## src/rtl/core/clpf_pkg.sv

```systemverilog
// shared types, constants and helpers of the corner line pair finder
// no dependencies; imported by every module of the block

package clpf_pkg;

   localparam int COORD_W     = 14;
   localparam int MAX_LINES   = 64;
   localparam int CNT_W       = $clog2(MAX_LINES + 1);
   localparam int IDX_W       = $clog2(MAX_LINES);
   localparam int TAN_W       = 16;
   localparam int RAD_W       = 30;
   localparam int FRAC_SHIFT  = 16;
   localparam int PROD_W      = COORD_W + TAN_W;
   localparam int SQ_W        = 2 * COORD_W;
   localparam int DIST_W      = SQ_W + 1;
   localparam int QUEUE_DEPTH = 4;
   localparam int QUEUE_AW    = $clog2(QUEUE_DEPTH);

   localparam int CSR_ADDR_W = 1;
   localparam int CSR_DATA_W = RAD_W;
   localparam logic [CSR_ADDR_W-1:0] CSR_TAN    = 1'd0;
   localparam logic [CSR_ADDR_W-1:0] CSR_RADIUS = 1'd1;

   localparam logic [TAN_W-1:0] TAN_RESET = 16'd23852;
   localparam logic [RAD_W-1:0] RAD_RESET = 30'd25600;

   // x_start sits in the lowest bits, matching the stream packing
   typedef struct packed {
      logic [COORD_W-1:0] y_end;
      logic [COORD_W-1:0] x_end;
      logic [COORD_W-1:0] y_start;
      logic [COORD_W-1:0] x_start;
   } seg_type;

   localparam int SEG_W = $bits(seg_type);

   typedef enum logic [1:0] {
      CLS_NONE = 2'd0,
      CLS_H    = 2'd1,
      CLS_V    = 2'd2
   } seg_class_type;

   typedef struct packed {
      seg_type       seg;
      logic          new_frame;
      seg_class_type kind;
   } cmd_type;

   typedef struct packed {
      seg_type v_seg;
      seg_type h_seg;
   } pair_type;

   localparam int PAIR_W = $bits(pair_type);

   function automatic logic [COORD_W-1:0] abs_diff(input logic [COORD_W-1:0] a,
                                                   input logic [COORD_W-1:0] b);
      abs_diff = (a >= b) ? (a - b) : (b - a);
   endfunction

endpackage

```

## src/rtl/core/clpf_front.sv

```systemverilog
// front end: takes segment items, classes them by slope and hands commands on
// depends on clpf_pkg

module clpf_front (
   input  logic                         clock,
   input  logic                         reset,
   input  logic [clpf_pkg::TAN_W-1:0]   tan_threshold,
   input  logic                         req_tvalid,
   output logic                         req_tready,
   input  clpf_pkg::seg_type            req_seg,
   input  logic                         req_new_frame,
   output logic                         q_push,
   output clpf_pkg::cmd_type            q_cmd,
   input  logic                         q_full
);
   import clpf_pkg::*;

   logic                valid_ff, valid_in;
   seg_type             seg_ff;
   logic                nf_ff;
   logic [COORD_W-1:0]  adx, ady;
   logic [PROD_W-1:0]   lim_h, lim_v, lhs_h, lhs_v;
   seg_class_type       kind;

   assign req_tready = !valid_ff || !q_full;
   assign q_push     = valid_ff && !q_full;

   always_comb begin
      adx   = abs_diff(seg_ff.x_end, seg_ff.x_start);
      ady   = abs_diff(seg_ff.y_end, seg_ff.y_start);
      lim_h = PROD_W'(tan_threshold) * PROD_W'(adx);
      lim_v = PROD_W'(tan_threshold) * PROD_W'(ady);
      lhs_h = {ady, FRAC_SHIFT'(0)};
      lhs_v = {adx, FRAC_SHIFT'(0)};
      // horizontal wins when both tests pass
      if (lhs_h <= lim_h) begin
         kind = CLS_H;
      end else if (lhs_v <= lim_v) begin
         kind = CLS_V;
      end else begin
         kind = CLS_NONE;
      end
      q_cmd.seg       = seg_ff;
      q_cmd.new_frame = nf_ff;
      q_cmd.kind      = kind;
   end

   always_comb begin
      valid_in = valid_ff;
      if (req_tvalid && req_tready) begin
         valid_in = 1'b1;
      end else if (q_push) begin
         valid_in = 1'b0;
      end
   end

   always_ff @(posedge clock) begin
      if (reset) begin
         valid_ff <= 1'b0;
      end else begin
         valid_ff <= valid_in;
      end
   end

   always_ff @(posedge clock) begin
      if (req_tvalid && req_tready) begin
         seg_ff <= req_seg;
         nf_ff  <= req_new_frame;
      end
   end

endmodule

```

## config.mk

```make
export PLATFORM = sky130hd
export DESIGN_NAME = clpf_front
export DESIGN_NICKNAME = d
export VERILOG_FILES = /design/src/rtl/core/clpf_pkg.sv /design/src/rtl/core/clpf_front.sv
export SDC_FILE = /design/constraint.sdc
export NUM_CORES = 1
export LEC_CHECK = 0
export ABC_AREA = 1
export CAP_MARGIN = 25
export CORE_MARGIN = 2
export CORE_UTILIZATION = 35
export CTS_CLUSTER_DIAMETER = 30
export DETAILED_ROUTE_END_ITERATION = 6
export DONT_BUFFER_PORTS = 1
export GPL_ROUTABILITY_DRIVEN = 0
export PLACE_DENSITY = 0.54
export SLEW_MARGIN = 20
export SYNTH_ARGS = -nofsm -noshare
export SYNTH_HDL_FRONTEND = slang
export SYNTH_SLANG_ARGS = --single-unit
```

## constraint.sdc

```tcl
create_clock -name clock -period 9.5 [get_ports clock]
set_clock_uncertainty 0.05 [all_clocks]
set_input_delay 0.95 -clock clock [delete_from_list [all_inputs] [get_ports clock]]
set_output_delay 0.95 -clock clock [all_outputs]
set_load 0.01 [all_outputs]
```

=== After elaboration in Yosys (flattened, before gate mapping) ===
Index checks and enable logic that the tools add are counted.

* Register bits after elaboration: 58
* Bits of input ports: 77
* Output and inout port bits: 61
* Word-level logic and storage cells: 28

* Add/subtract/negate cells: 4
* $mul: 2
* $lt $le $gt $ge: 4
* Multiplexer cells: 6
* Reduce and logical (&&, ||, !) cells: 6

{| class="wikitable"
|+ Operators with widths
! operator !! number
|-
| $le 30x30->1 || 2
|-
| $mul 16x14->30 || 2
|-
| $sub 14x14->14 || 4
|-
| $ge 14x14->1 || 2
|-
| $mux 14 || 2
|-
| $mux 2 || 2
|-
| $logic_and 1x1->1 || 2
|-
| $logic_not 1->1 || 2
|-
| $mux 1 || 2
|-
| $reduce_bool 2->1 || 1
|-
| $logic_or 1x1->1 || 1
|}

=== Longest topological paths before layout ===
* Depth after elaboration: 6
* Mapped depth: 54
* Gate-level depth less buffers: 51

=== Least setup slack after synthesis ===
OpenSTA, ideal clock, no wires.

* Path kind: register to output
* Start point: register seg_ff, in the netlist q_cmd[45]
* End point: output port q_cmd[1] (netlist bit)
* Arrival time: 7.629 ns
* Data required time: 8.500 ns
* Slack: 0.871 ns
* Stages on the path, launching flop included: 49
* Buffers on the path: 2
* Cell sequence: edfxtp_1 > inv_1 > ha_1 > inv_1 > fa_1 > nand2_2 > nand2_4 > a21oi_4 > inv_2 > nand3_2 > nand3_4 > inv_2 > buf_6 > nand2_1 > nand2_2 > buf_6 > nor2_1 > fa_1 > (+13 left out) > nand3_1 > a21oi_1 > o21bai_1 > nand2_1 > nand2_1 > nand2_1 > nand2_1 > ha_1 > nand2_1 > nor2_1 > nand4_1 > nor2_1 > nand3_1 > nor2_1 > nand3_1 > nor2_1 > nor2_1 > nor2_1

{| class="wikitable"
|+ RTL lines
! item !! RTL line !! source
|-
| from (decl) || clpf_front.sv:19 || <nowiki>seg_type seg_ff;</nowiki>
|-
| from (signal assigned) || clpf_front.sv:67 || <nowiki>seg_ff <= req_seg;</nowiki>
|-
| to (decl) || clpf_front.sv:13 || <nowiki>output clpf_pkg::cmd_type q_cmd,</nowiki>
|}

==> impl_results.md <==
* Initial antenna violation count at 0
* # DRC at 0
* Clock transition at path regs at approximately 0.050 ns
* Syn Inst Count at approximately 2.7k
* Violated checks: negative setup slack
* Post-synthesis cell type count at 49
* Reg2Reg Setup Slack at 7.76 ns
* Post-Route WL at about 66000 um
* Syn_nets at between 3k and 4k
* Reg-to-reg critical path endpoint: q_cmd[21]
* First-pass iteration count of the detailed router at 7
* Critical path capture point type: primary output
* Average wire per standard cell at around 18 um
* Diode count at 0
* Clock tree buffer depth at 2
* Die footprint at slightly above 60000 um^2
* Register area at approximately 1700 um^2
* Max Cap Viol at 0
* Worst skew pair latency at between 0.3 and 0.4 ns
* Mean post-synth cell area at a little under 8 um^2
* Least-Margin Pin Slew at 0.525 ns
* # setup viols final at 1
* Worst slack at placement at -0.247 ns
* FF-to-FF path depth at 2
* Die Span X at 248 um
* Hpwl dp at approximately 55000 um
* CTS tree: built
* Synth warnings at 0
* Clock Sinks at just under 60
* CTS Hold Buffers Added at 0
* Critical Path RT at approximately 8.5 ns
* Max Fanout on Critical Path at 7
* Number of I/O port buffers at 0
* Crit-path max cell delay at around 0.54 ns
* Vias in the first global route at around 19k
* Share of cells above drive strength 1 at 0.178
* Nets@finish at approximately 3.5k
* Top Ports at roughly 140
* Setup ws final at -0.0361 ns
* Hold Path Class: reg2reg
* Setup crit start kind: flop
* Area grow syn2layout at 17.9%
* Overall routing resource usage at 0.216
* Largest delay contributor family on the critical path: adder cells
* WHS Path Cells at 2
* Hold Crit Start: valid_ff
* Cell area after synthesis at ~21000 um^2
* Initial Util at 0.353
* Vias per cell at roughly 5
* Synth Register Bits at between 50 and 60
* FMAX at around 100 MHz
* Crit-path most repeated cell: buf_4
* Vias at between 15k and 20k
* Footprint of the multi-input gates at between 15000 and 20000 um^2
* First-pass GRT wire length at 103000 um
* Initial DRC count at approximately 1.2k
* Cts bufs inserted at 9
* Reg-to-Reg Start: valid_ff
* CP Data Arrival Time at 8.54 ns
* Most common cell after layout, fill and taps aside: inv_1
* Post-route clock period utilization at 1.00
* Worst path buffer plus inverter count at 22
* Crit path kind: reg2out
* Gr ovfl total at 0
* RSZ-0062 raised after global routing: yes
* DIE HEIGHT at between 200 and 250 um
* Core Box Area at around 59000 um^2
* Most frequent cells in the layout: 564 x inv_1, 492 x nand2_1, 330 x fa_1, 298 x nor2_1, 230 x ha_1
* Status: finished with violations
* Critical Path Slowest Stage Cell: fa_1
* Max_slew headroom at 0.649
* Fin crit period at 9.54 ns
* Post-DRT Antenna Nets at 0
* # rows at between 80 and 90
* Max H-tree Level at 3
* Final Slew Violations at 0
* Worst hold endpoint: valid_ff
* Pin count of the biggest net entering global routing at 45
* Final Hold Vio Count at 0
* Root Buffer: clkbuf_16
* Register area share after synthesis at 0.0833
* Number of filler cells placed in the layout at ~6k
## registers in the layout, summed over array words and instances (netlist names)
signal / cells
nf_ff: 1
valid_ff: 1
q_cmd: 56
## final cells by class
class	count	share of cell area
multi-input cells	1951	0.708
repair buffers	241	0.0764
clock buffers	10	0.00935
well taps	773	0.0395
clock inverters	5	0.000919
inverters	605	0.0956
flip-flops and latches	58	0.0707
## worst register-to-register path: stages, from the launching register on
cell and delay, ns:
dfxtp_1 0.34, a21oi_4 0.42, buf_4 0.54
## metrics by stage
stage | cells | TNS (ns) | cell area (um^2) | hold WS (ns) | util
final | 3643 | -0.0361 | 24500 | 0.547 | 0.416
after global routing | 3643 | -0.841 | 24500 | 0.581 | 0.416
after CTS | 3611 | -0.000514 | 23600 | 0.553 | 0.400
after detailed placement | 3547 | -0.247 | 22600 | 0.545 | 0.383
after global placement | 3547 | -0.218 | 22600 | 0.533 | 0.383
after floorplan | 2682 | 0 | 20800 | 0.478 | -
## logic make-up after synthesis
kind of cell | after synthesis | share of synthesized area
adders and majority gates | 604 | 0.484
buffers and inverters | 674 | 0.128
xor gates and xnor gates | 76 | 0.0320
and+or+nand+nor | 1045 | 0.211
AOI/OAI and AO/OA | 225 | 0.0612
DFF | 58 | 0.0833
## Yosys cell counts (all sizes together)
library cell,count,area share
a211oi,4,0.0014
nor4,2,0.00060
o211ai,2,0.00072
and2,3,0.00090
nand4,25,0.0075
a21oi,120,0.030
nor2,340,0.066
clkbuf,33,0.0060
a31oi,4,0.0012
nand3,92,0.023
o21bai,11,0.0040
fa,334,0.32
nand2,562,0.11
nor3,11,0.0026
edfxtp,57,0.082
nor3b,1,0.00036
xnor2,19,0.0080
o221a,2,0.0011
xor2,57,0.024
dfxtp,1,0.00096
ha,270,0.16
clkinv,5,0.00090
or2,2,0.00060
a22oi,1,0.00036
o311ai,1,0.00042
buf,36,0.012
o21a,3,0.0011
inv,600,0.11
o21ai,64,0.016
o31ai,1,0.00036
o2111ai,2,0.00084
nand3b,7,0.0025
a21o,10,0.0036
## per-layer routing
metal  part of all wire  routed length (um)  GRT usage  up-vias
met5                  0                   0          0        -
met4              0.047                3100     0.0831        0
met3              0.072                4770     0.0342      152
met2               0.48               31500      0.377      689
met1               0.40               26600      0.266     8898
li1                   -                   -          -     8507
## repair_timing
item,4_1_cts,5_1_grt
endpoints found under the setup margin,2,2
setup buffers,49,31
pin swaps,32,66
resized for setup,85,162
gates cloned,0,1
## worst max path at each step
stage               from  endpoint  slack (ns)  depth (start not counted)
2_1_floorplan  q_cmd[45]  q_cmd[1]        0.87                         48
3_3_place_gp   q_cmd[45]  q_cmd[1]       -0.22                         40
3_5_place_dp   q_cmd[45]  q_cmd[1]       -0.25                         40
4_1_cts        q_cmd[45]  q_cmd[1]     -0.0005                         46
5_1_grt        q_cmd[45]  q_cmd[1]       -0.51                         48
6_report       q_cmd[45]  q_cmd[1]       -0.04                         49
Power is not shown: default switching activity piles up to over one toggle a cycle in this logic, so the estimate is an artifact.
