## src/rtl/core/clpf_pkg.sv

```systemverilog
// shared types, constants and helpers of the corner line pair finder
// no dependencies; imported by every module of the block

package clpf_pkg;

   localparam int COORD_W     = 14;
   localparam int MAX_LINES   = 64;
   localparam int CNT_W       = $clog2(MAX_LINES + 1);
   localparam int IDX_W       = $clog2(MAX_LINES);
   localparam int TAN_W       = 16;
   localparam int RAD_W       = 30;
   localparam int FRAC_SHIFT  = 16;
   localparam int PROD_W      = COORD_W + TAN_W;
   localparam int SQ_W        = 2 * COORD_W;
   localparam int DIST_W      = SQ_W + 1;
   localparam int QUEUE_DEPTH = 4;
   localparam int QUEUE_AW    = $clog2(QUEUE_DEPTH);

   localparam int CSR_ADDR_W = 1;
   localparam int CSR_DATA_W = RAD_W;
   localparam logic [CSR_ADDR_W-1:0] CSR_TAN    = 1'd0;
   localparam logic [CSR_ADDR_W-1:0] CSR_RADIUS = 1'd1;

   localparam logic [TAN_W-1:0] TAN_RESET = 16'd23852;
   localparam logic [RAD_W-1:0] RAD_RESET = 30'd25600;

   // x_start sits in the lowest bits, matching the stream packing
   typedef struct packed {
      logic [COORD_W-1:0] y_end;
      logic [COORD_W-1:0] x_end;
      logic [COORD_W-1:0] y_start;
      logic [COORD_W-1:0] x_start;
   } seg_type;

   localparam int SEG_W = $bits(seg_type);

   typedef enum logic [1:0] {
      CLS_NONE = 2'd0,
      CLS_H    = 2'd1,
      CLS_V    = 2'd2
   } seg_class_type;

   typedef struct packed {
      seg_type       seg;
      logic          new_frame;
      seg_class_type kind;
   } cmd_type;

   typedef struct packed {
      seg_type v_seg;
      seg_type h_seg;
   } pair_type;

   localparam int PAIR_W = $bits(pair_type);

   function automatic logic [COORD_W-1:0] abs_diff(input logic [COORD_W-1:0] a,
                                                   input logic [COORD_W-1:0] b);
      abs_diff = (a >= b) ? (a - b) : (b - a);
   endfunction

endpackage

```

## src/rtl/core/clpf_fifo.sv

```systemverilog
// short command queue between the front end and the pair scanner
// depends on clpf_pkg

module clpf_fifo (
   input  logic              clock,
   input  logic              reset,
   input  logic              push,
   input  clpf_pkg::cmd_type push_cmd,
   output logic              full,
   input  logic              pop,
   output clpf_pkg::cmd_type head,
   output logic              empty
);
   import clpf_pkg::*;

   cmd_type               slot_ff [QUEUE_DEPTH];
   logic [QUEUE_AW-1:0]   wr_ptr_ff, wr_ptr_in;
   logic [QUEUE_AW-1:0]   rd_ptr_ff, rd_ptr_in;
   logic [QUEUE_AW:0]     cnt_ff, cnt_in;
   logic                  do_push, do_pop;

   assign full    = (cnt_ff == (QUEUE_AW+1)'(QUEUE_DEPTH));
   assign empty   = (cnt_ff == '0);
   assign head    = slot_ff[rd_ptr_ff];
   assign do_push = push && !full;
   assign do_pop  = pop && !empty;

   always_comb begin
      wr_ptr_in = do_push ? wr_ptr_ff + 1'b1 : wr_ptr_ff;
      rd_ptr_in = do_pop ? rd_ptr_ff + 1'b1 : rd_ptr_ff;
      cnt_in    = cnt_ff;
      if (do_push && !do_pop) begin
         cnt_in = cnt_ff + 1'b1;
      end else if (do_pop && !do_push) begin
         cnt_in = cnt_ff - 1'b1;
      end
   end

   always_ff @(posedge clock) begin
      if (reset) begin
         wr_ptr_ff <= '0;
         rd_ptr_ff <= '0;
         cnt_ff    <= '0;
      end else begin
         wr_ptr_ff <= wr_ptr_in;
         rd_ptr_ff <= rd_ptr_in;
         cnt_ff    <= cnt_in;
      end
   end

   always_ff @(posedge clock) begin
      if (do_push) begin
         slot_ff[wr_ptr_ff] <= push_cmd;
      end
   end

endmodule

```

## config.mk

```make
export PLATFORM = sky130hd
export DESIGN_NAME = clpf_fifo
export DESIGN_NICKNAME = d
export VERILOG_FILES = /design/src/rtl/core/clpf_pkg.sv /design/src/rtl/core/clpf_fifo.sv
export SDC_FILE = /design/constraint.sdc
export NUM_CORES = 1
export LEC_CHECK = 0
export ABC_AREA = 1
export BUFFER_PORTS_ARGS = -buffer_cell sky130_fd_sc_hd__buf_2
export CORE_MARGIN = 3
export CORE_UTILIZATION = 57
export DETAILED_ROUTE_END_ITERATION = 6
export PLACE_DENSITY = 0.79
export RECOVER_POWER = 25
export SKIP_CTS_REPAIR_TIMING = 1
export SLEW_MARGIN = 5
export SYNTH_ARGS = -nofsm -noshare
export SYNTH_HDL_FRONTEND = slang
export SYNTH_SLANG_ARGS = --single-unit
```

## constraint.sdc

```tcl
create_clock -name clock -period 4.8 [get_ports clock]
set_clock_uncertainty 0.2 [all_clocks]
set_input_delay 0.72 -clock clock [delete_from_list [all_inputs] [get_ports clock]]
set_output_delay 0.72 -clock clock [all_outputs]
set_load 0.03 [all_outputs]
```

# == Word-level counts from Yosys, hierarchy flattened ==
# Memories as Yosys holds them, arrays and structs flattened. A register that Yosys moved wholly into a read port is not among the register bits.
# Cells that the tools add are included.
# classes
n_addsub,4
eq_ne,1
muxes,6
reduce_logical,10
# ops
operator,count
$mux W3,2
$add A2 B1 Y2 const B,2
$logic_and A1 B1 Y1,4
$logic_not A1 Y1,4
$mux W2,2
$add A3 B1 Y3 const B,1
$eq A3 B3 Y1 const B,1
$logic_not A3 Y1,1
$sub A3 B1 Y3 const B,1
$mux W1,2
$reduce_bool A2 Y1,1
# word_totals
register_bits,7
mem_bits_rw,236
inputBits,63
word_cells,25
n_memories,1
# mem_list
name,words,width,read_ports,rd_clocked_by_memory_dff,write_ports,line_no,rtl
slot_ff,4,59,1,1,1,clpf_fifo.sv:16,cmd_type slot_ff [QUEUE_DEPTH];

# == Logic depth before layout (Yosys ltp) ==
# Gate-level depths: netlist of run 1.
# logic_depth
word_depth,7
mapped_depth,13
mapped_depth_nobuf,13

# == Least setup slack after synthesis of run 1 ==
# OpenSTA, ideal clock, no wires.
# synth_timing
path_kind,input-to-reg
from,input port push
to,"memory slot_ff[0][0] (netlist bit), enable pin"
setup_time_ps,476
t_arrival_ps,3300
slack_ps,823
stages,2
path_buffers,0
path_cell_list,nand2_1 nor2_1
# synth_between
elab_chain_len,3
# synth_rtl
element,line_no,rtl
"start, declared",clpf_fifo.sv:7,"input logic push,"
$logic_and A1 B1 Y1,clpf_fifo.sv:25,assign do_push = push && !full;
$mux W1,clpf_fifo.sv:52,if (do_push) begin
$mux W1 (not written as such),clpf_fifo.sv:53,slot_ff[wr_ptr_ff] <= push_cmd;
"end, declared",clpf_fifo.sv:16,
# No other way between the ends.

==> flow_summary.toml, run 1 <==
[sta]
rsz_0062_raised_after_global_routing = "no"
fin_tns_setup_ps = 0
report.final.slew_viol_count = 0
setup_viol_count_final = 0
finalHoldViolCount = 0
setup_slack_of_the_critical_path_after_layout_ps = 1250
slew_headroom = 0.309
max_freq_mhz = 282
layout_min_cycle_time_ps = 3550
post-route-period-util = 0.739
worst-slew-pin-transition_ps = 1040

[setup_path]
worst-endpoint-arrival_ps = 2630
path_type_of_the_worst_setup_path = "flop to primary output"
worstPathRequired_ps = 3880
critical_path.endpoint_type = "primary output"
worstSetupStartpointType = "flop"
worstPathMaxFanout = 118

[clock_network]
clock_tree.htree_level_count = 1
clk_latency_ps = 500
clk_path_buf_depth = 3
clock_transition_time_at_the_flip_flop_clock_pins_of_the_worst_setup_and_hold_paths_ps = 60
cts-buffers-inserted = 24
ctsRootBufferMaster = "sky130_fd_sc_hd__clkbuf_16"
cts_tree = "done"
clkSinkCount = 245

[placement]
placer_s_final_routability_congestion_estimate = 0.800
dp.final_hpwl_um = 10500
buffer_ports.inserted = 123
post_dp_cell_area_mm2 = 0.0100
preCtsSetupSlack_ps = 1850

[routing]
drt_iter0_drc = 531
viasPerCell = 5.71
wirelength_um = 18700
drt_first_pass_iters = 4
route.detailed.drc = 0
via_count = 5633
wl_per_cell_um = 18.9
drtAntennaViolNets = 0

[yosys]
synth_enable_flop_cells = 236
synthTopCellsByArea = "sky130_fd_sc_hd__edfxtp_1 (77%), sky130_fd_sc_hd__o21ai_0 (6.1%), sky130_fd_sc_hd__nor2_1 (5.4%)"
synthesis.area_per_instance_um2 = 14.4
postSynthRegisterBits = 245
synth_cells = 640
synth_top_area_frac = 0.770
ys_warnings = 0
synth_area_leader_cell = "sky130_fd_sc_hd__edfxtp_1"
synth_seq_area_share = 0.789
syn-num-nets = 709
yosysUniqueCellTypes = 21
synth_async_sr_flop_share = 0
synth_flop_cell = "sky130_fd_sc_hd__edfxtp_1"
post_synth_design_cell_area_mm2 = 0.00921

[pwr]
power_per_cell_area_mw_per_mm2 = 577
power.ir.vdd_worst_mv = 0.401
cellLeakagePower_nw = 3.72

[global_route]
grt_pass1_vias = 5696
globalRouteTotalUtil = 0.211
grt_max_degree = 119
grt_overflow = 0
antenna_violations_before_repair = 2
global_route_wire_length_before_repair_um = 29700

[floorplanning]
die_h_um = 133
initial_standard_cell_utilization_of_the_core = 0.595
rows = 45
die_area_mm2 = 0.0177
chipWidth_um = 133
placeableCoreArea_mm2 = 0.0155
io_pins = 124

[finish]
fillers = 1038
syn2layout_area_growth_pct = 16.5
number_of_nets_in_the_finished_design = 827
layout.cell_area.non_filler_mm2 = 0.0107
final_layout_size_suffix_gt1_frac = 0.177
num_antenna_cells = 0

[flow_run]
maxCapViolations = 0

[run_status]
result_of_the_run = "finished clean"

[min_path]
holdCritPathClass = "input port to flop"
## cell usage after synthesis, types with 6 or more instances
library cell and number:
sky130_fd_sc_hd__buf_2 11, sky130_fd_sc_hd__dfxtp_1 9, sky130_fd_sc_hd__o21ai_0 113, sky130_fd_sc_hd__o22ai_1 59, sky130_fd_sc_hd__nand2_1 15, sky130_fd_sc_hd__o21ai_1 6
sky130_fd_sc_hd__clkbuf_1 9, sky130_fd_sc_hd__edfxtp_1 236, sky130_fd_sc_hd__nor2_1 132, sky130_fd_sc_hd__clkbuf_2 7, sky130_fd_sc_hd__inv_1 16
## metrics by stage
stage / power [mW] / utilization / hold slack [ps] / std cells
floorplan: 3.95 / - / 259 / 640
global placement: 4.38 / 0.646 / 277 / 943
detailed placement: 4.44 / 0.646 / 298 / 943
CTS: 6.24 / 0.696 / 207 / 987
global route: 6.50 / 0.693 / 224 / 987
finish: 6.20 / 0.693 / 228 / 987
## registers in the layout (all words and copies together), names as in the netlist, named ones only
register,count
slot_ff,236
rd_ptr_ff,2
cnt_ff,3
wr_ptr_ff,2
## cell type report
type | instances | area, um2 | share of cell area
Sequential cell | 245 | 7270 | 0.678
Multi-Input combinational cell | 340 | 1680 | 0.157
Clock inverter | 6 | 58.8 | 0.00548
Tap cell | 211 | 264 | 0.0246
Timing Repair Buffer | 129 | 667 | 0.0622
Clock buffer | 38 | 714 | 0.0666
Inverter | 18 | 72.6 | 0.00676
## cell families (layout without fill, tap and decap cells)
kind of cell | after synthesis | in the layout | share of synthesized area
xor gates and xnor gates | 1 | 1 | 0.000951
and+or+nand+nor | 152 | 152 | 0.0629
DFF | 245 | 245 | 0.789
buffers and inverters | 55 | 191 | 0.0315
adders and majority gates | 6 | 6 | 0.00897
AOI/OAI and AO/OA | 181 | 181 | 0.106
## metal layers
layer	vias to the layer above	wire (um)	track usage
met5	-	14	0
met2	213	9180	0.355
met1	2764	7740	0.286
li1	2615	-	-
met3	37	1410	0.0472
met4	4	342	0.0474
## report_power, final
part | switching [mW] | total, mW | internal, mW | leakage [nW]
clock network | 0.732 | 1.81 | 1.07 | 0.381
registers | 0.122 | 2.72 | 2.60 | 2.24
logic | 1.23 | 1.67 | 0.433 | 1.10
total | 2.09 | 6.20 | 4.11 | 3.72
## worst paths after layout
path           startpoint  slack (ps)              to  depth (start not counted)
max                  flop        1250        head[44]                          4
min           push_cmd[8]         230   slot_ff[2][8]                          1
max reg2reg     cnt_ff[0]        2210  slot_ff[3][45]                          5
min reg2reg  rd_ptr_ff[1]         300            flop                          2
## worst max-delay path, stage by stage, from the launching register on
cell and delay (ps):
sky130_fd_sc_hd__dfxtp_4 850, sky130_fd_sc_hd__inv_6 410, sky130_fd_sc_hd__o21ai_0 380, sky130_fd_sc_hd__o22ai_1 130
sky130_fd_sc_hd__buf_2 190
## cells in the final DEF (no fill, tap or decap), types with 3 or more instances in the layout
| cell | n |
|---|---|
| sky130_fd_sc_hd__buf_12 | 4 |
| sky130_fd_sc_hd__nand2_1 | 15 |
| sky130_fd_sc_hd__nor2_1 | 128 |
| sky130_fd_sc_hd__nand3_1 | 4 |
| sky130_fd_sc_hd__dfxtp_1 | 7 |
| sky130_fd_sc_hd__clkinv_2 | 4 |
| sky130_fd_sc_hd__buf_2 | 88 |
| sky130_fd_sc_hd__inv_1 | 16 |
| sky130_fd_sc_hd__clkbuf_16 | 25 |
| sky130_fd_sc_hd__clkbuf_8 | 4 |
| sky130_fd_sc_hd__nor2_4 | 4 |
| sky130_fd_sc_hd__a21oi_1 | 3 |
| sky130_fd_sc_hd__o21ai_0 | 113 |
| sky130_fd_sc_hd__ha_1 | 5 |
| sky130_fd_sc_hd__clkbuf_1 | 44 |
| sky130_fd_sc_hd__o21ai_1 | 6 |
| sky130_fd_sc_hd__o22ai_1 | 59 |
| sky130_fd_sc_hd__edfxtp_1 | 236 |
Power figures use the tool's default switching activity.
==> run 2: changes to the inputs <==
CORE_UTILIZATION = 51   (was 57)
PLACE_DENSITY = 0.75   (was 0.79)
clock period = 3.2 ns   (was 4.8 ns; I/O delays follow)
==> flow_summary.toml, run 2 (synthesized netlist as in run 1, its figures left out) <==
[finish]
syn2layout_area_growth_pct = 20.2
number_of_nets_in_the_finished_design = 856
final_layout_size_suffix_gt1_frac = 0.174
largest_register_ffs = 236
layout.cell_area.non_filler_mm2 = 0.0111
final_common_cell = "sky130_fd_sc_hd__edfxtp_1"
reg.largest.list = "slot_ff (236), cnt_ff (3)"
largest-register = "slot_ff"
num_antenna_cells = 0
most-common-layout-cells = "sky130_fd_sc_hd__edfxtp_1 (236), sky130_fd_sc_hd__nor2_1 (128), sky130_fd_sc_hd__o21ai_0 (113)"

[clock_network]
clk_latency_ps = 490
ctsRootBufferMaster = "sky130_fd_sc_hd__clkbuf_16"
cts_tree = "done"
clkSinkCount = 245
clk_path_buf_depth = 3
cts-buffers-inserted = 24
clock_tree.htree_level_count = 1
clock_transition_time_at_the_flip_flop_clock_pins_of_the_worst_setup_and_hold_paths_ps = 60

[placement]
dp.final_hpwl_um = 10700
post_dp_cell_area_mm2 = 0.0100
buffer_ports.inserted = 123
placer_s_final_routability_congestion_estimate = 0.762

[setup_path]
path_type_of_the_worst_setup_path = "flop to primary output"
worstSetupStartpointType = "flop"
worstPathRequired_ps = 2520
worst-endpoint-arrival_ps = 2240
critical_path.endpoint_type = "primary output"
worstPathMaxFanout = 44
worstReg2RegStart = "cnt_ff[0]"

[global_route]
antenna_violations_before_repair = 0
global_route_wire_length_before_repair_um = 29300
grt_overflow = 0
grt_pass1_vias = 5709
globalRouteTotalUtil = 0.185
grt_max_degree = 119

[sta]
hold-worst-slack_ps = 39.3
worst-slew-pin-transition_ps = 850
finalHoldViolCount = 0
rsz_0062_raised_after_global_routing = "no"
max_freq_mhz = 342
setup_viol_count_final = 0
slew_headroom = 0.434
layout_min_cycle_time_ps = 2920
report.final.slew_viol_count = 0
post-route-period-util = 0.914

[floorplanning]
chipWidth_um = 140
rows = 48
io_pins = 124
placeableCoreArea_mm2 = 0.0175
die_h_um = 140
initial_standard_cell_utilization_of_the_core = 0.527
die_area_mm2 = 0.0197

[pwr]
clockPowerShare = 0.293
switching_share = 0.332
power.ir.vdd_worst_mv = 0.718
combinationalPowerShare = 0.280
intPower_mw = 6.29
power.share.sequential = 0.427
total_switching_power_mw = 3.12
power_per_cell_area_mw_per_mm2 = 850
report.power.total_mw = 9.41
cellLeakagePower_nw = 3.87

[routing]
drt_iter0_drc = 485
wl_per_cell_um = 18.5
drt_first_pass_iters = 5
wirelength_um = 19100
viasPerCell = 5.59
drtAntennaViolNets = 0
via_count = 5749
route.detailed.drc = 0

[flow_run]
maxCapViolations = 0

[run_status]
result_of_the_run = "finished clean"

[min_path]
holdCritPathClass = "input port to flop"
worstHoldStart = "push_cmd[1]"
-- run 2: cell count changes in the layout (fill, tap and decap cells not counted) --
cell,change
sky130_fd_sc_hd__buf_4,+1
sky130_fd_sc_hd__buf_12,+1
sky130_fd_sc_hd__clkbuf_1,-4
sky130_fd_sc_hd__dlygate4sd3_1,+27
sky130_fd_sc_hd__bufinv_16,+1
sky130_fd_sc_hd__clkbuf_8,+1
sky130_fd_sc_hd__clkinv_4,-1
sky130_fd_sc_hd__clkinv_1,+2
-- run 2: metal layers --
metal / part of all wire / global-route usage
met2: 0.49 / 0.309
met3: 0.086 / 0.0444
met5: 0 / 0
met1: 0.41 / 0.245
met4: 0.014 / 0.0505
-- run 2: worst paths after layout --
path	endpoint	slack, ps	cells after the start
max	head[25]	280	5
min	slot_ff[3][1]	40	1
max reg2reg	cnt_ff[1]	690	9
min reg2reg	flop	310	2
-- run 2: power groups by stage --
stage / combinational, mW / clock [mW] / sequential [mW]
floorplan: 1.86 / 0 / 4.06
global placement: 2.55 / 0 / 4.06
detailed placement: 2.62 / 0 / 4.08
CTS: 2.63 / 2.81 / 4.01
global route: 2.84 / 2.94 / 4.04
finish: 2.63 / 2.76 / 4.01
-- run 2: stage by stage --
step	TNS, ps	std cells	worst slack (ps)	util
floorplan	-142830	640	-605	-
global placement	0	959	774	0.575
detailed placement	0	959	716	0.575
CTS	0	1002	224	0.621
global route	0	1029	130	0.634
finish	0	1029	276	0.634
-- run 2: worst max-delay path: stages, from the launching register on --
cell                      delay, ps
sky130_fd_sc_hd__dfxtp_2        490
sky130_fd_sc_hd__inv_2          330
sky130_fd_sc_hd__buf_12         270
sky130_fd_sc_hd__o21ai_0        130
sky130_fd_sc_hd__o22ai_1        250
sky130_fd_sc_hd__buf_2          250
-- run 2: layout make-up --
cell class,instances,area (um2)
Fill cell,1272,6400
Timing Repair Buffer,158,965
Inverter,18,72.6
Multi-Input combinational cell,340,1680
Tap cell,225,282
Sequential cell,245,7270
Clock buffer,35,713
Clock inverter,8,87.6
==> run 3: changes to the inputs <==
--- a/config.mk
+++ b/config.mk
@@ -8,5 +8,4 @@
 export ABC_AREA = 1
 export BUFFER_PORTS_ARGS = -buffer_cell sky130_fd_sc_hd__buf_2
-export CORE_MARGIN = 3
 export CORE_UTILIZATION = 51
 export DETAILED_ROUTE_END_ITERATION = 6
==> constraint.sdc (replaced) <==
create_clock -name clock -period 3.2 [get_ports clock]
set_clock_uncertainty 0.2 [all_clocks]
set_input_delay 0.64 -clock clock [delete_from_list [all_inputs] [get_ports clock]]
set_output_delay 0.64 -clock clock [all_outputs]
set_load 0.03 [all_outputs]
==> flow_summary.toml, run 3 (synthesized netlist as in run 1, its figures left out) <==
[clock_network]
clkSinkCount = 245
clock_transition_time_at_the_flip_flop_clock_pins_of_the_worst_setup_and_hold_paths_ps = 60
cts-buffers-inserted = 24
clk_path_buf_depth = 3
clk_latency_ps = 500
cts_tree = "done"
ctsRootBufferMaster = "sky130_fd_sc_hd__clkbuf_16"
clock_tree.htree_level_count = 1

[setup_path]
crit_chain = "inv_6, nor2_1, o22ai_1, buf_2"
cp_slowest_stage_delay_ps = 560
worstSetupStartpointType = "flop"
regToRegEndpoint = "cnt_ff[2]"
reg2reg_slack_ps = 800
timing.reg2reg.worst_path_depth = 11
worstPathRequired_ps = 2360
worstReg2RegStart = "cnt_ff[0]"
worst_setup_path_endpoint = "head[8]"
worst-endpoint-arrival_ps = 2130
worstPathMaxFanout = 118
worst_path_max_delay_cell = "sky130_fd_sc_hd__inv_6"
critical_path.endpoint_type = "primary output"
path_type_of_the_worst_setup_path = "flop to primary output"

[finish]
number_of_nets_in_the_finished_design = 833
final_layout_size_suffix_gt1_frac = 0.180
fillers = 1276
syn2layout_area_growth_pct = 17.8
largest-register = "slot_ff"
final_common_cell = "sky130_fd_sc_hd__edfxtp_1"
ff_latch_area_mm2 = 0.00727
layout.cell_area.non_filler_mm2 = 0.0108
most-common-layout-cells = "sky130_fd_sc_hd__edfxtp_1 (236), sky130_fd_sc_hd__nor2_1 (128), sky130_fd_sc_hd__o21ai_0 (113)"
final_core_util = 0.621
num_antenna_cells = 0
reg.largest.list = "slot_ff (236), cnt_ff (3)"
multi_input_comb_area_mm2 = 0.00168
largest_register_ffs = 236

[global_route]
grt_max_degree = 119
grt_overflow = 0
antenna_violations_before_repair = 1
globalRouteTotalUtil = 0.201
grt_pass1_vias = 5569
global_route_wire_length_before_repair_um = 28400

[min_path]
holdCritPathClass = "input port to flop"

[sta]
worst-slew-pin-transition_ps = 840
max_freq_mhz = 337
finalHoldViolCount = 0
report.final.slew_viol_count = 0
setup_slack_of_the_critical_path_after_layout_ps = 232
setup_viol_count_final = 0
slew_headroom = 0.440
post-route-period-util = 0.928
layout_min_cycle_time_ps = 2970
rsz_0062_raised_after_global_routing = "no"
fin_tns_setup_ps = 0

[pwr]
report.power.total_mw = 9.48
cellLeakagePower_nw = 3.77
power_per_cell_area_mw_per_mm2 = 874
power.ir.vdd_worst_mv = 0.582

[routing]
route.detailed.drc = 0
drt_first_pass_iters = 5
drt_iter0_drc = 460
wl_per_cell_um = 18.7
via_count = 5653
drtAntennaViolNets = 0
viasPerCell = 5.61
wirelength_um = 18800

[placement]
preCtsSetupSlack_ps = 706
buffer_ports.inserted = 123
placer_s_final_routability_congestion_estimate = 0.764
post_dp_cell_area_mm2 = 0.0101
dp.final_hpwl_um = 10400

[floorplanning]
io_pins = 124
initial_standard_cell_utilization_of_the_core = 0.527
die_area_mm2 = 0.0186
chipWidth_um = 136
placeableCoreArea_mm2 = 0.0175
rows = 48
die_h_um = 136

[flow_run]
maxCapViolations = 0

[run_status]
result_of_the_run = "finished clean"
-- run 3: cell types whose count changed in the layout (fill, tap and decap cells not counted) --
cell	change
sky130_fd_sc_hd__bufinv_16	+2
sky130_fd_sc_hd__inv_6	+2
sky130_fd_sc_hd__buf_2	-2
sky130_fd_sc_hd__buf_4	+4
sky130_fd_sc_hd__clkinvlp_4	+1
sky130_fd_sc_hd__clkbuf_8	-5
sky130_fd_sc_hd__dlygate4sd3_1	-27
sky130_fd_sc_hd__clkinv_1	+4
sky130_fd_sc_hd__clkinv_2	-1
-- run 3: stage by stage --
step | hold WS, ps | instances
2_1_floorplan | 259 | 640
3_3_place_gp | 272 | 963
3_5_place_dp | 295 | 963
4_1_cts | 128 | 1007
5_1_grt | 141 | 1007
6_report | 150 | 1007
-- run 3: how the worst min path moves through the flow --
stage / depth (start not counted) / slack [ps] / startpoint / end
2_1_floorplan: 2 / 260 / rd_ptr_ff[1] / flop
3_3_place_gp: 2 / 270 / rd_ptr_ff[1] / flop
3_5_place_dp: 2 / 300 / rd_ptr_ff[1] / flop
4_1_cts: 1 / 130 / push_cmd[43] / slot_ff[3][43]
5_1_grt: 2 / 140 / reset / flop
6_report: 2 / 150 / reset / flop
-- run 3: layout make-up --
| cell class | instances | share of cell area |
|---|---|---|
| clock inverter | 16 | 0.0168 |
| inverter | 18 | 0.00669 |
| sequential | 245 | 0.670 |
| clock buffer | 28 | 0.0587 |
| multi-input combinational | 340 | 0.155 |
| timing repair buffer | 135 | 0.0666 |
| tap | 225 | 0.0260 |
-- run 3: worst max-delay path: cells and delay by family, from the launching register on --
| kind | cells | cell delay [ps] |
|---|---|---|
| AND/OR/NAND/NOR | 1 | 80 |
| buffers and inverters | 2 | 810 |
| AO/OA/AOI/OAI | 1 | 270 |
| flip-flops | 1 | 360 |
-- run 3: power by group --
part / leakage [nW] / internal (mW) / total [mW] / switching [mW]
sequential: 2.24 / 3.90 / 4.01 / 0.113
clock: 0.398 / 1.75 / 2.86 / 1.11
combinational: 1.14 / 0.676 / 2.61 / 1.93
-- run 3: layer usage --
| layer | wire (um) | global-route usage | vias to the layer above | part of all wire |
|---|---|---|---|---|
| met5 | 13 | 0 | - | 0.00069 |
| met4 | 195 | 0.0593 | 2 | 0.010 |
| met3 | 1370 | 0.0425 | 16 | 0.073 |
| met2 | 9340 | 0.345 | 189 | 0.50 |
| met1 | 7900 | 0.256 | 2822 | 0.42 |
| li1 | - | - | 2624 | - |
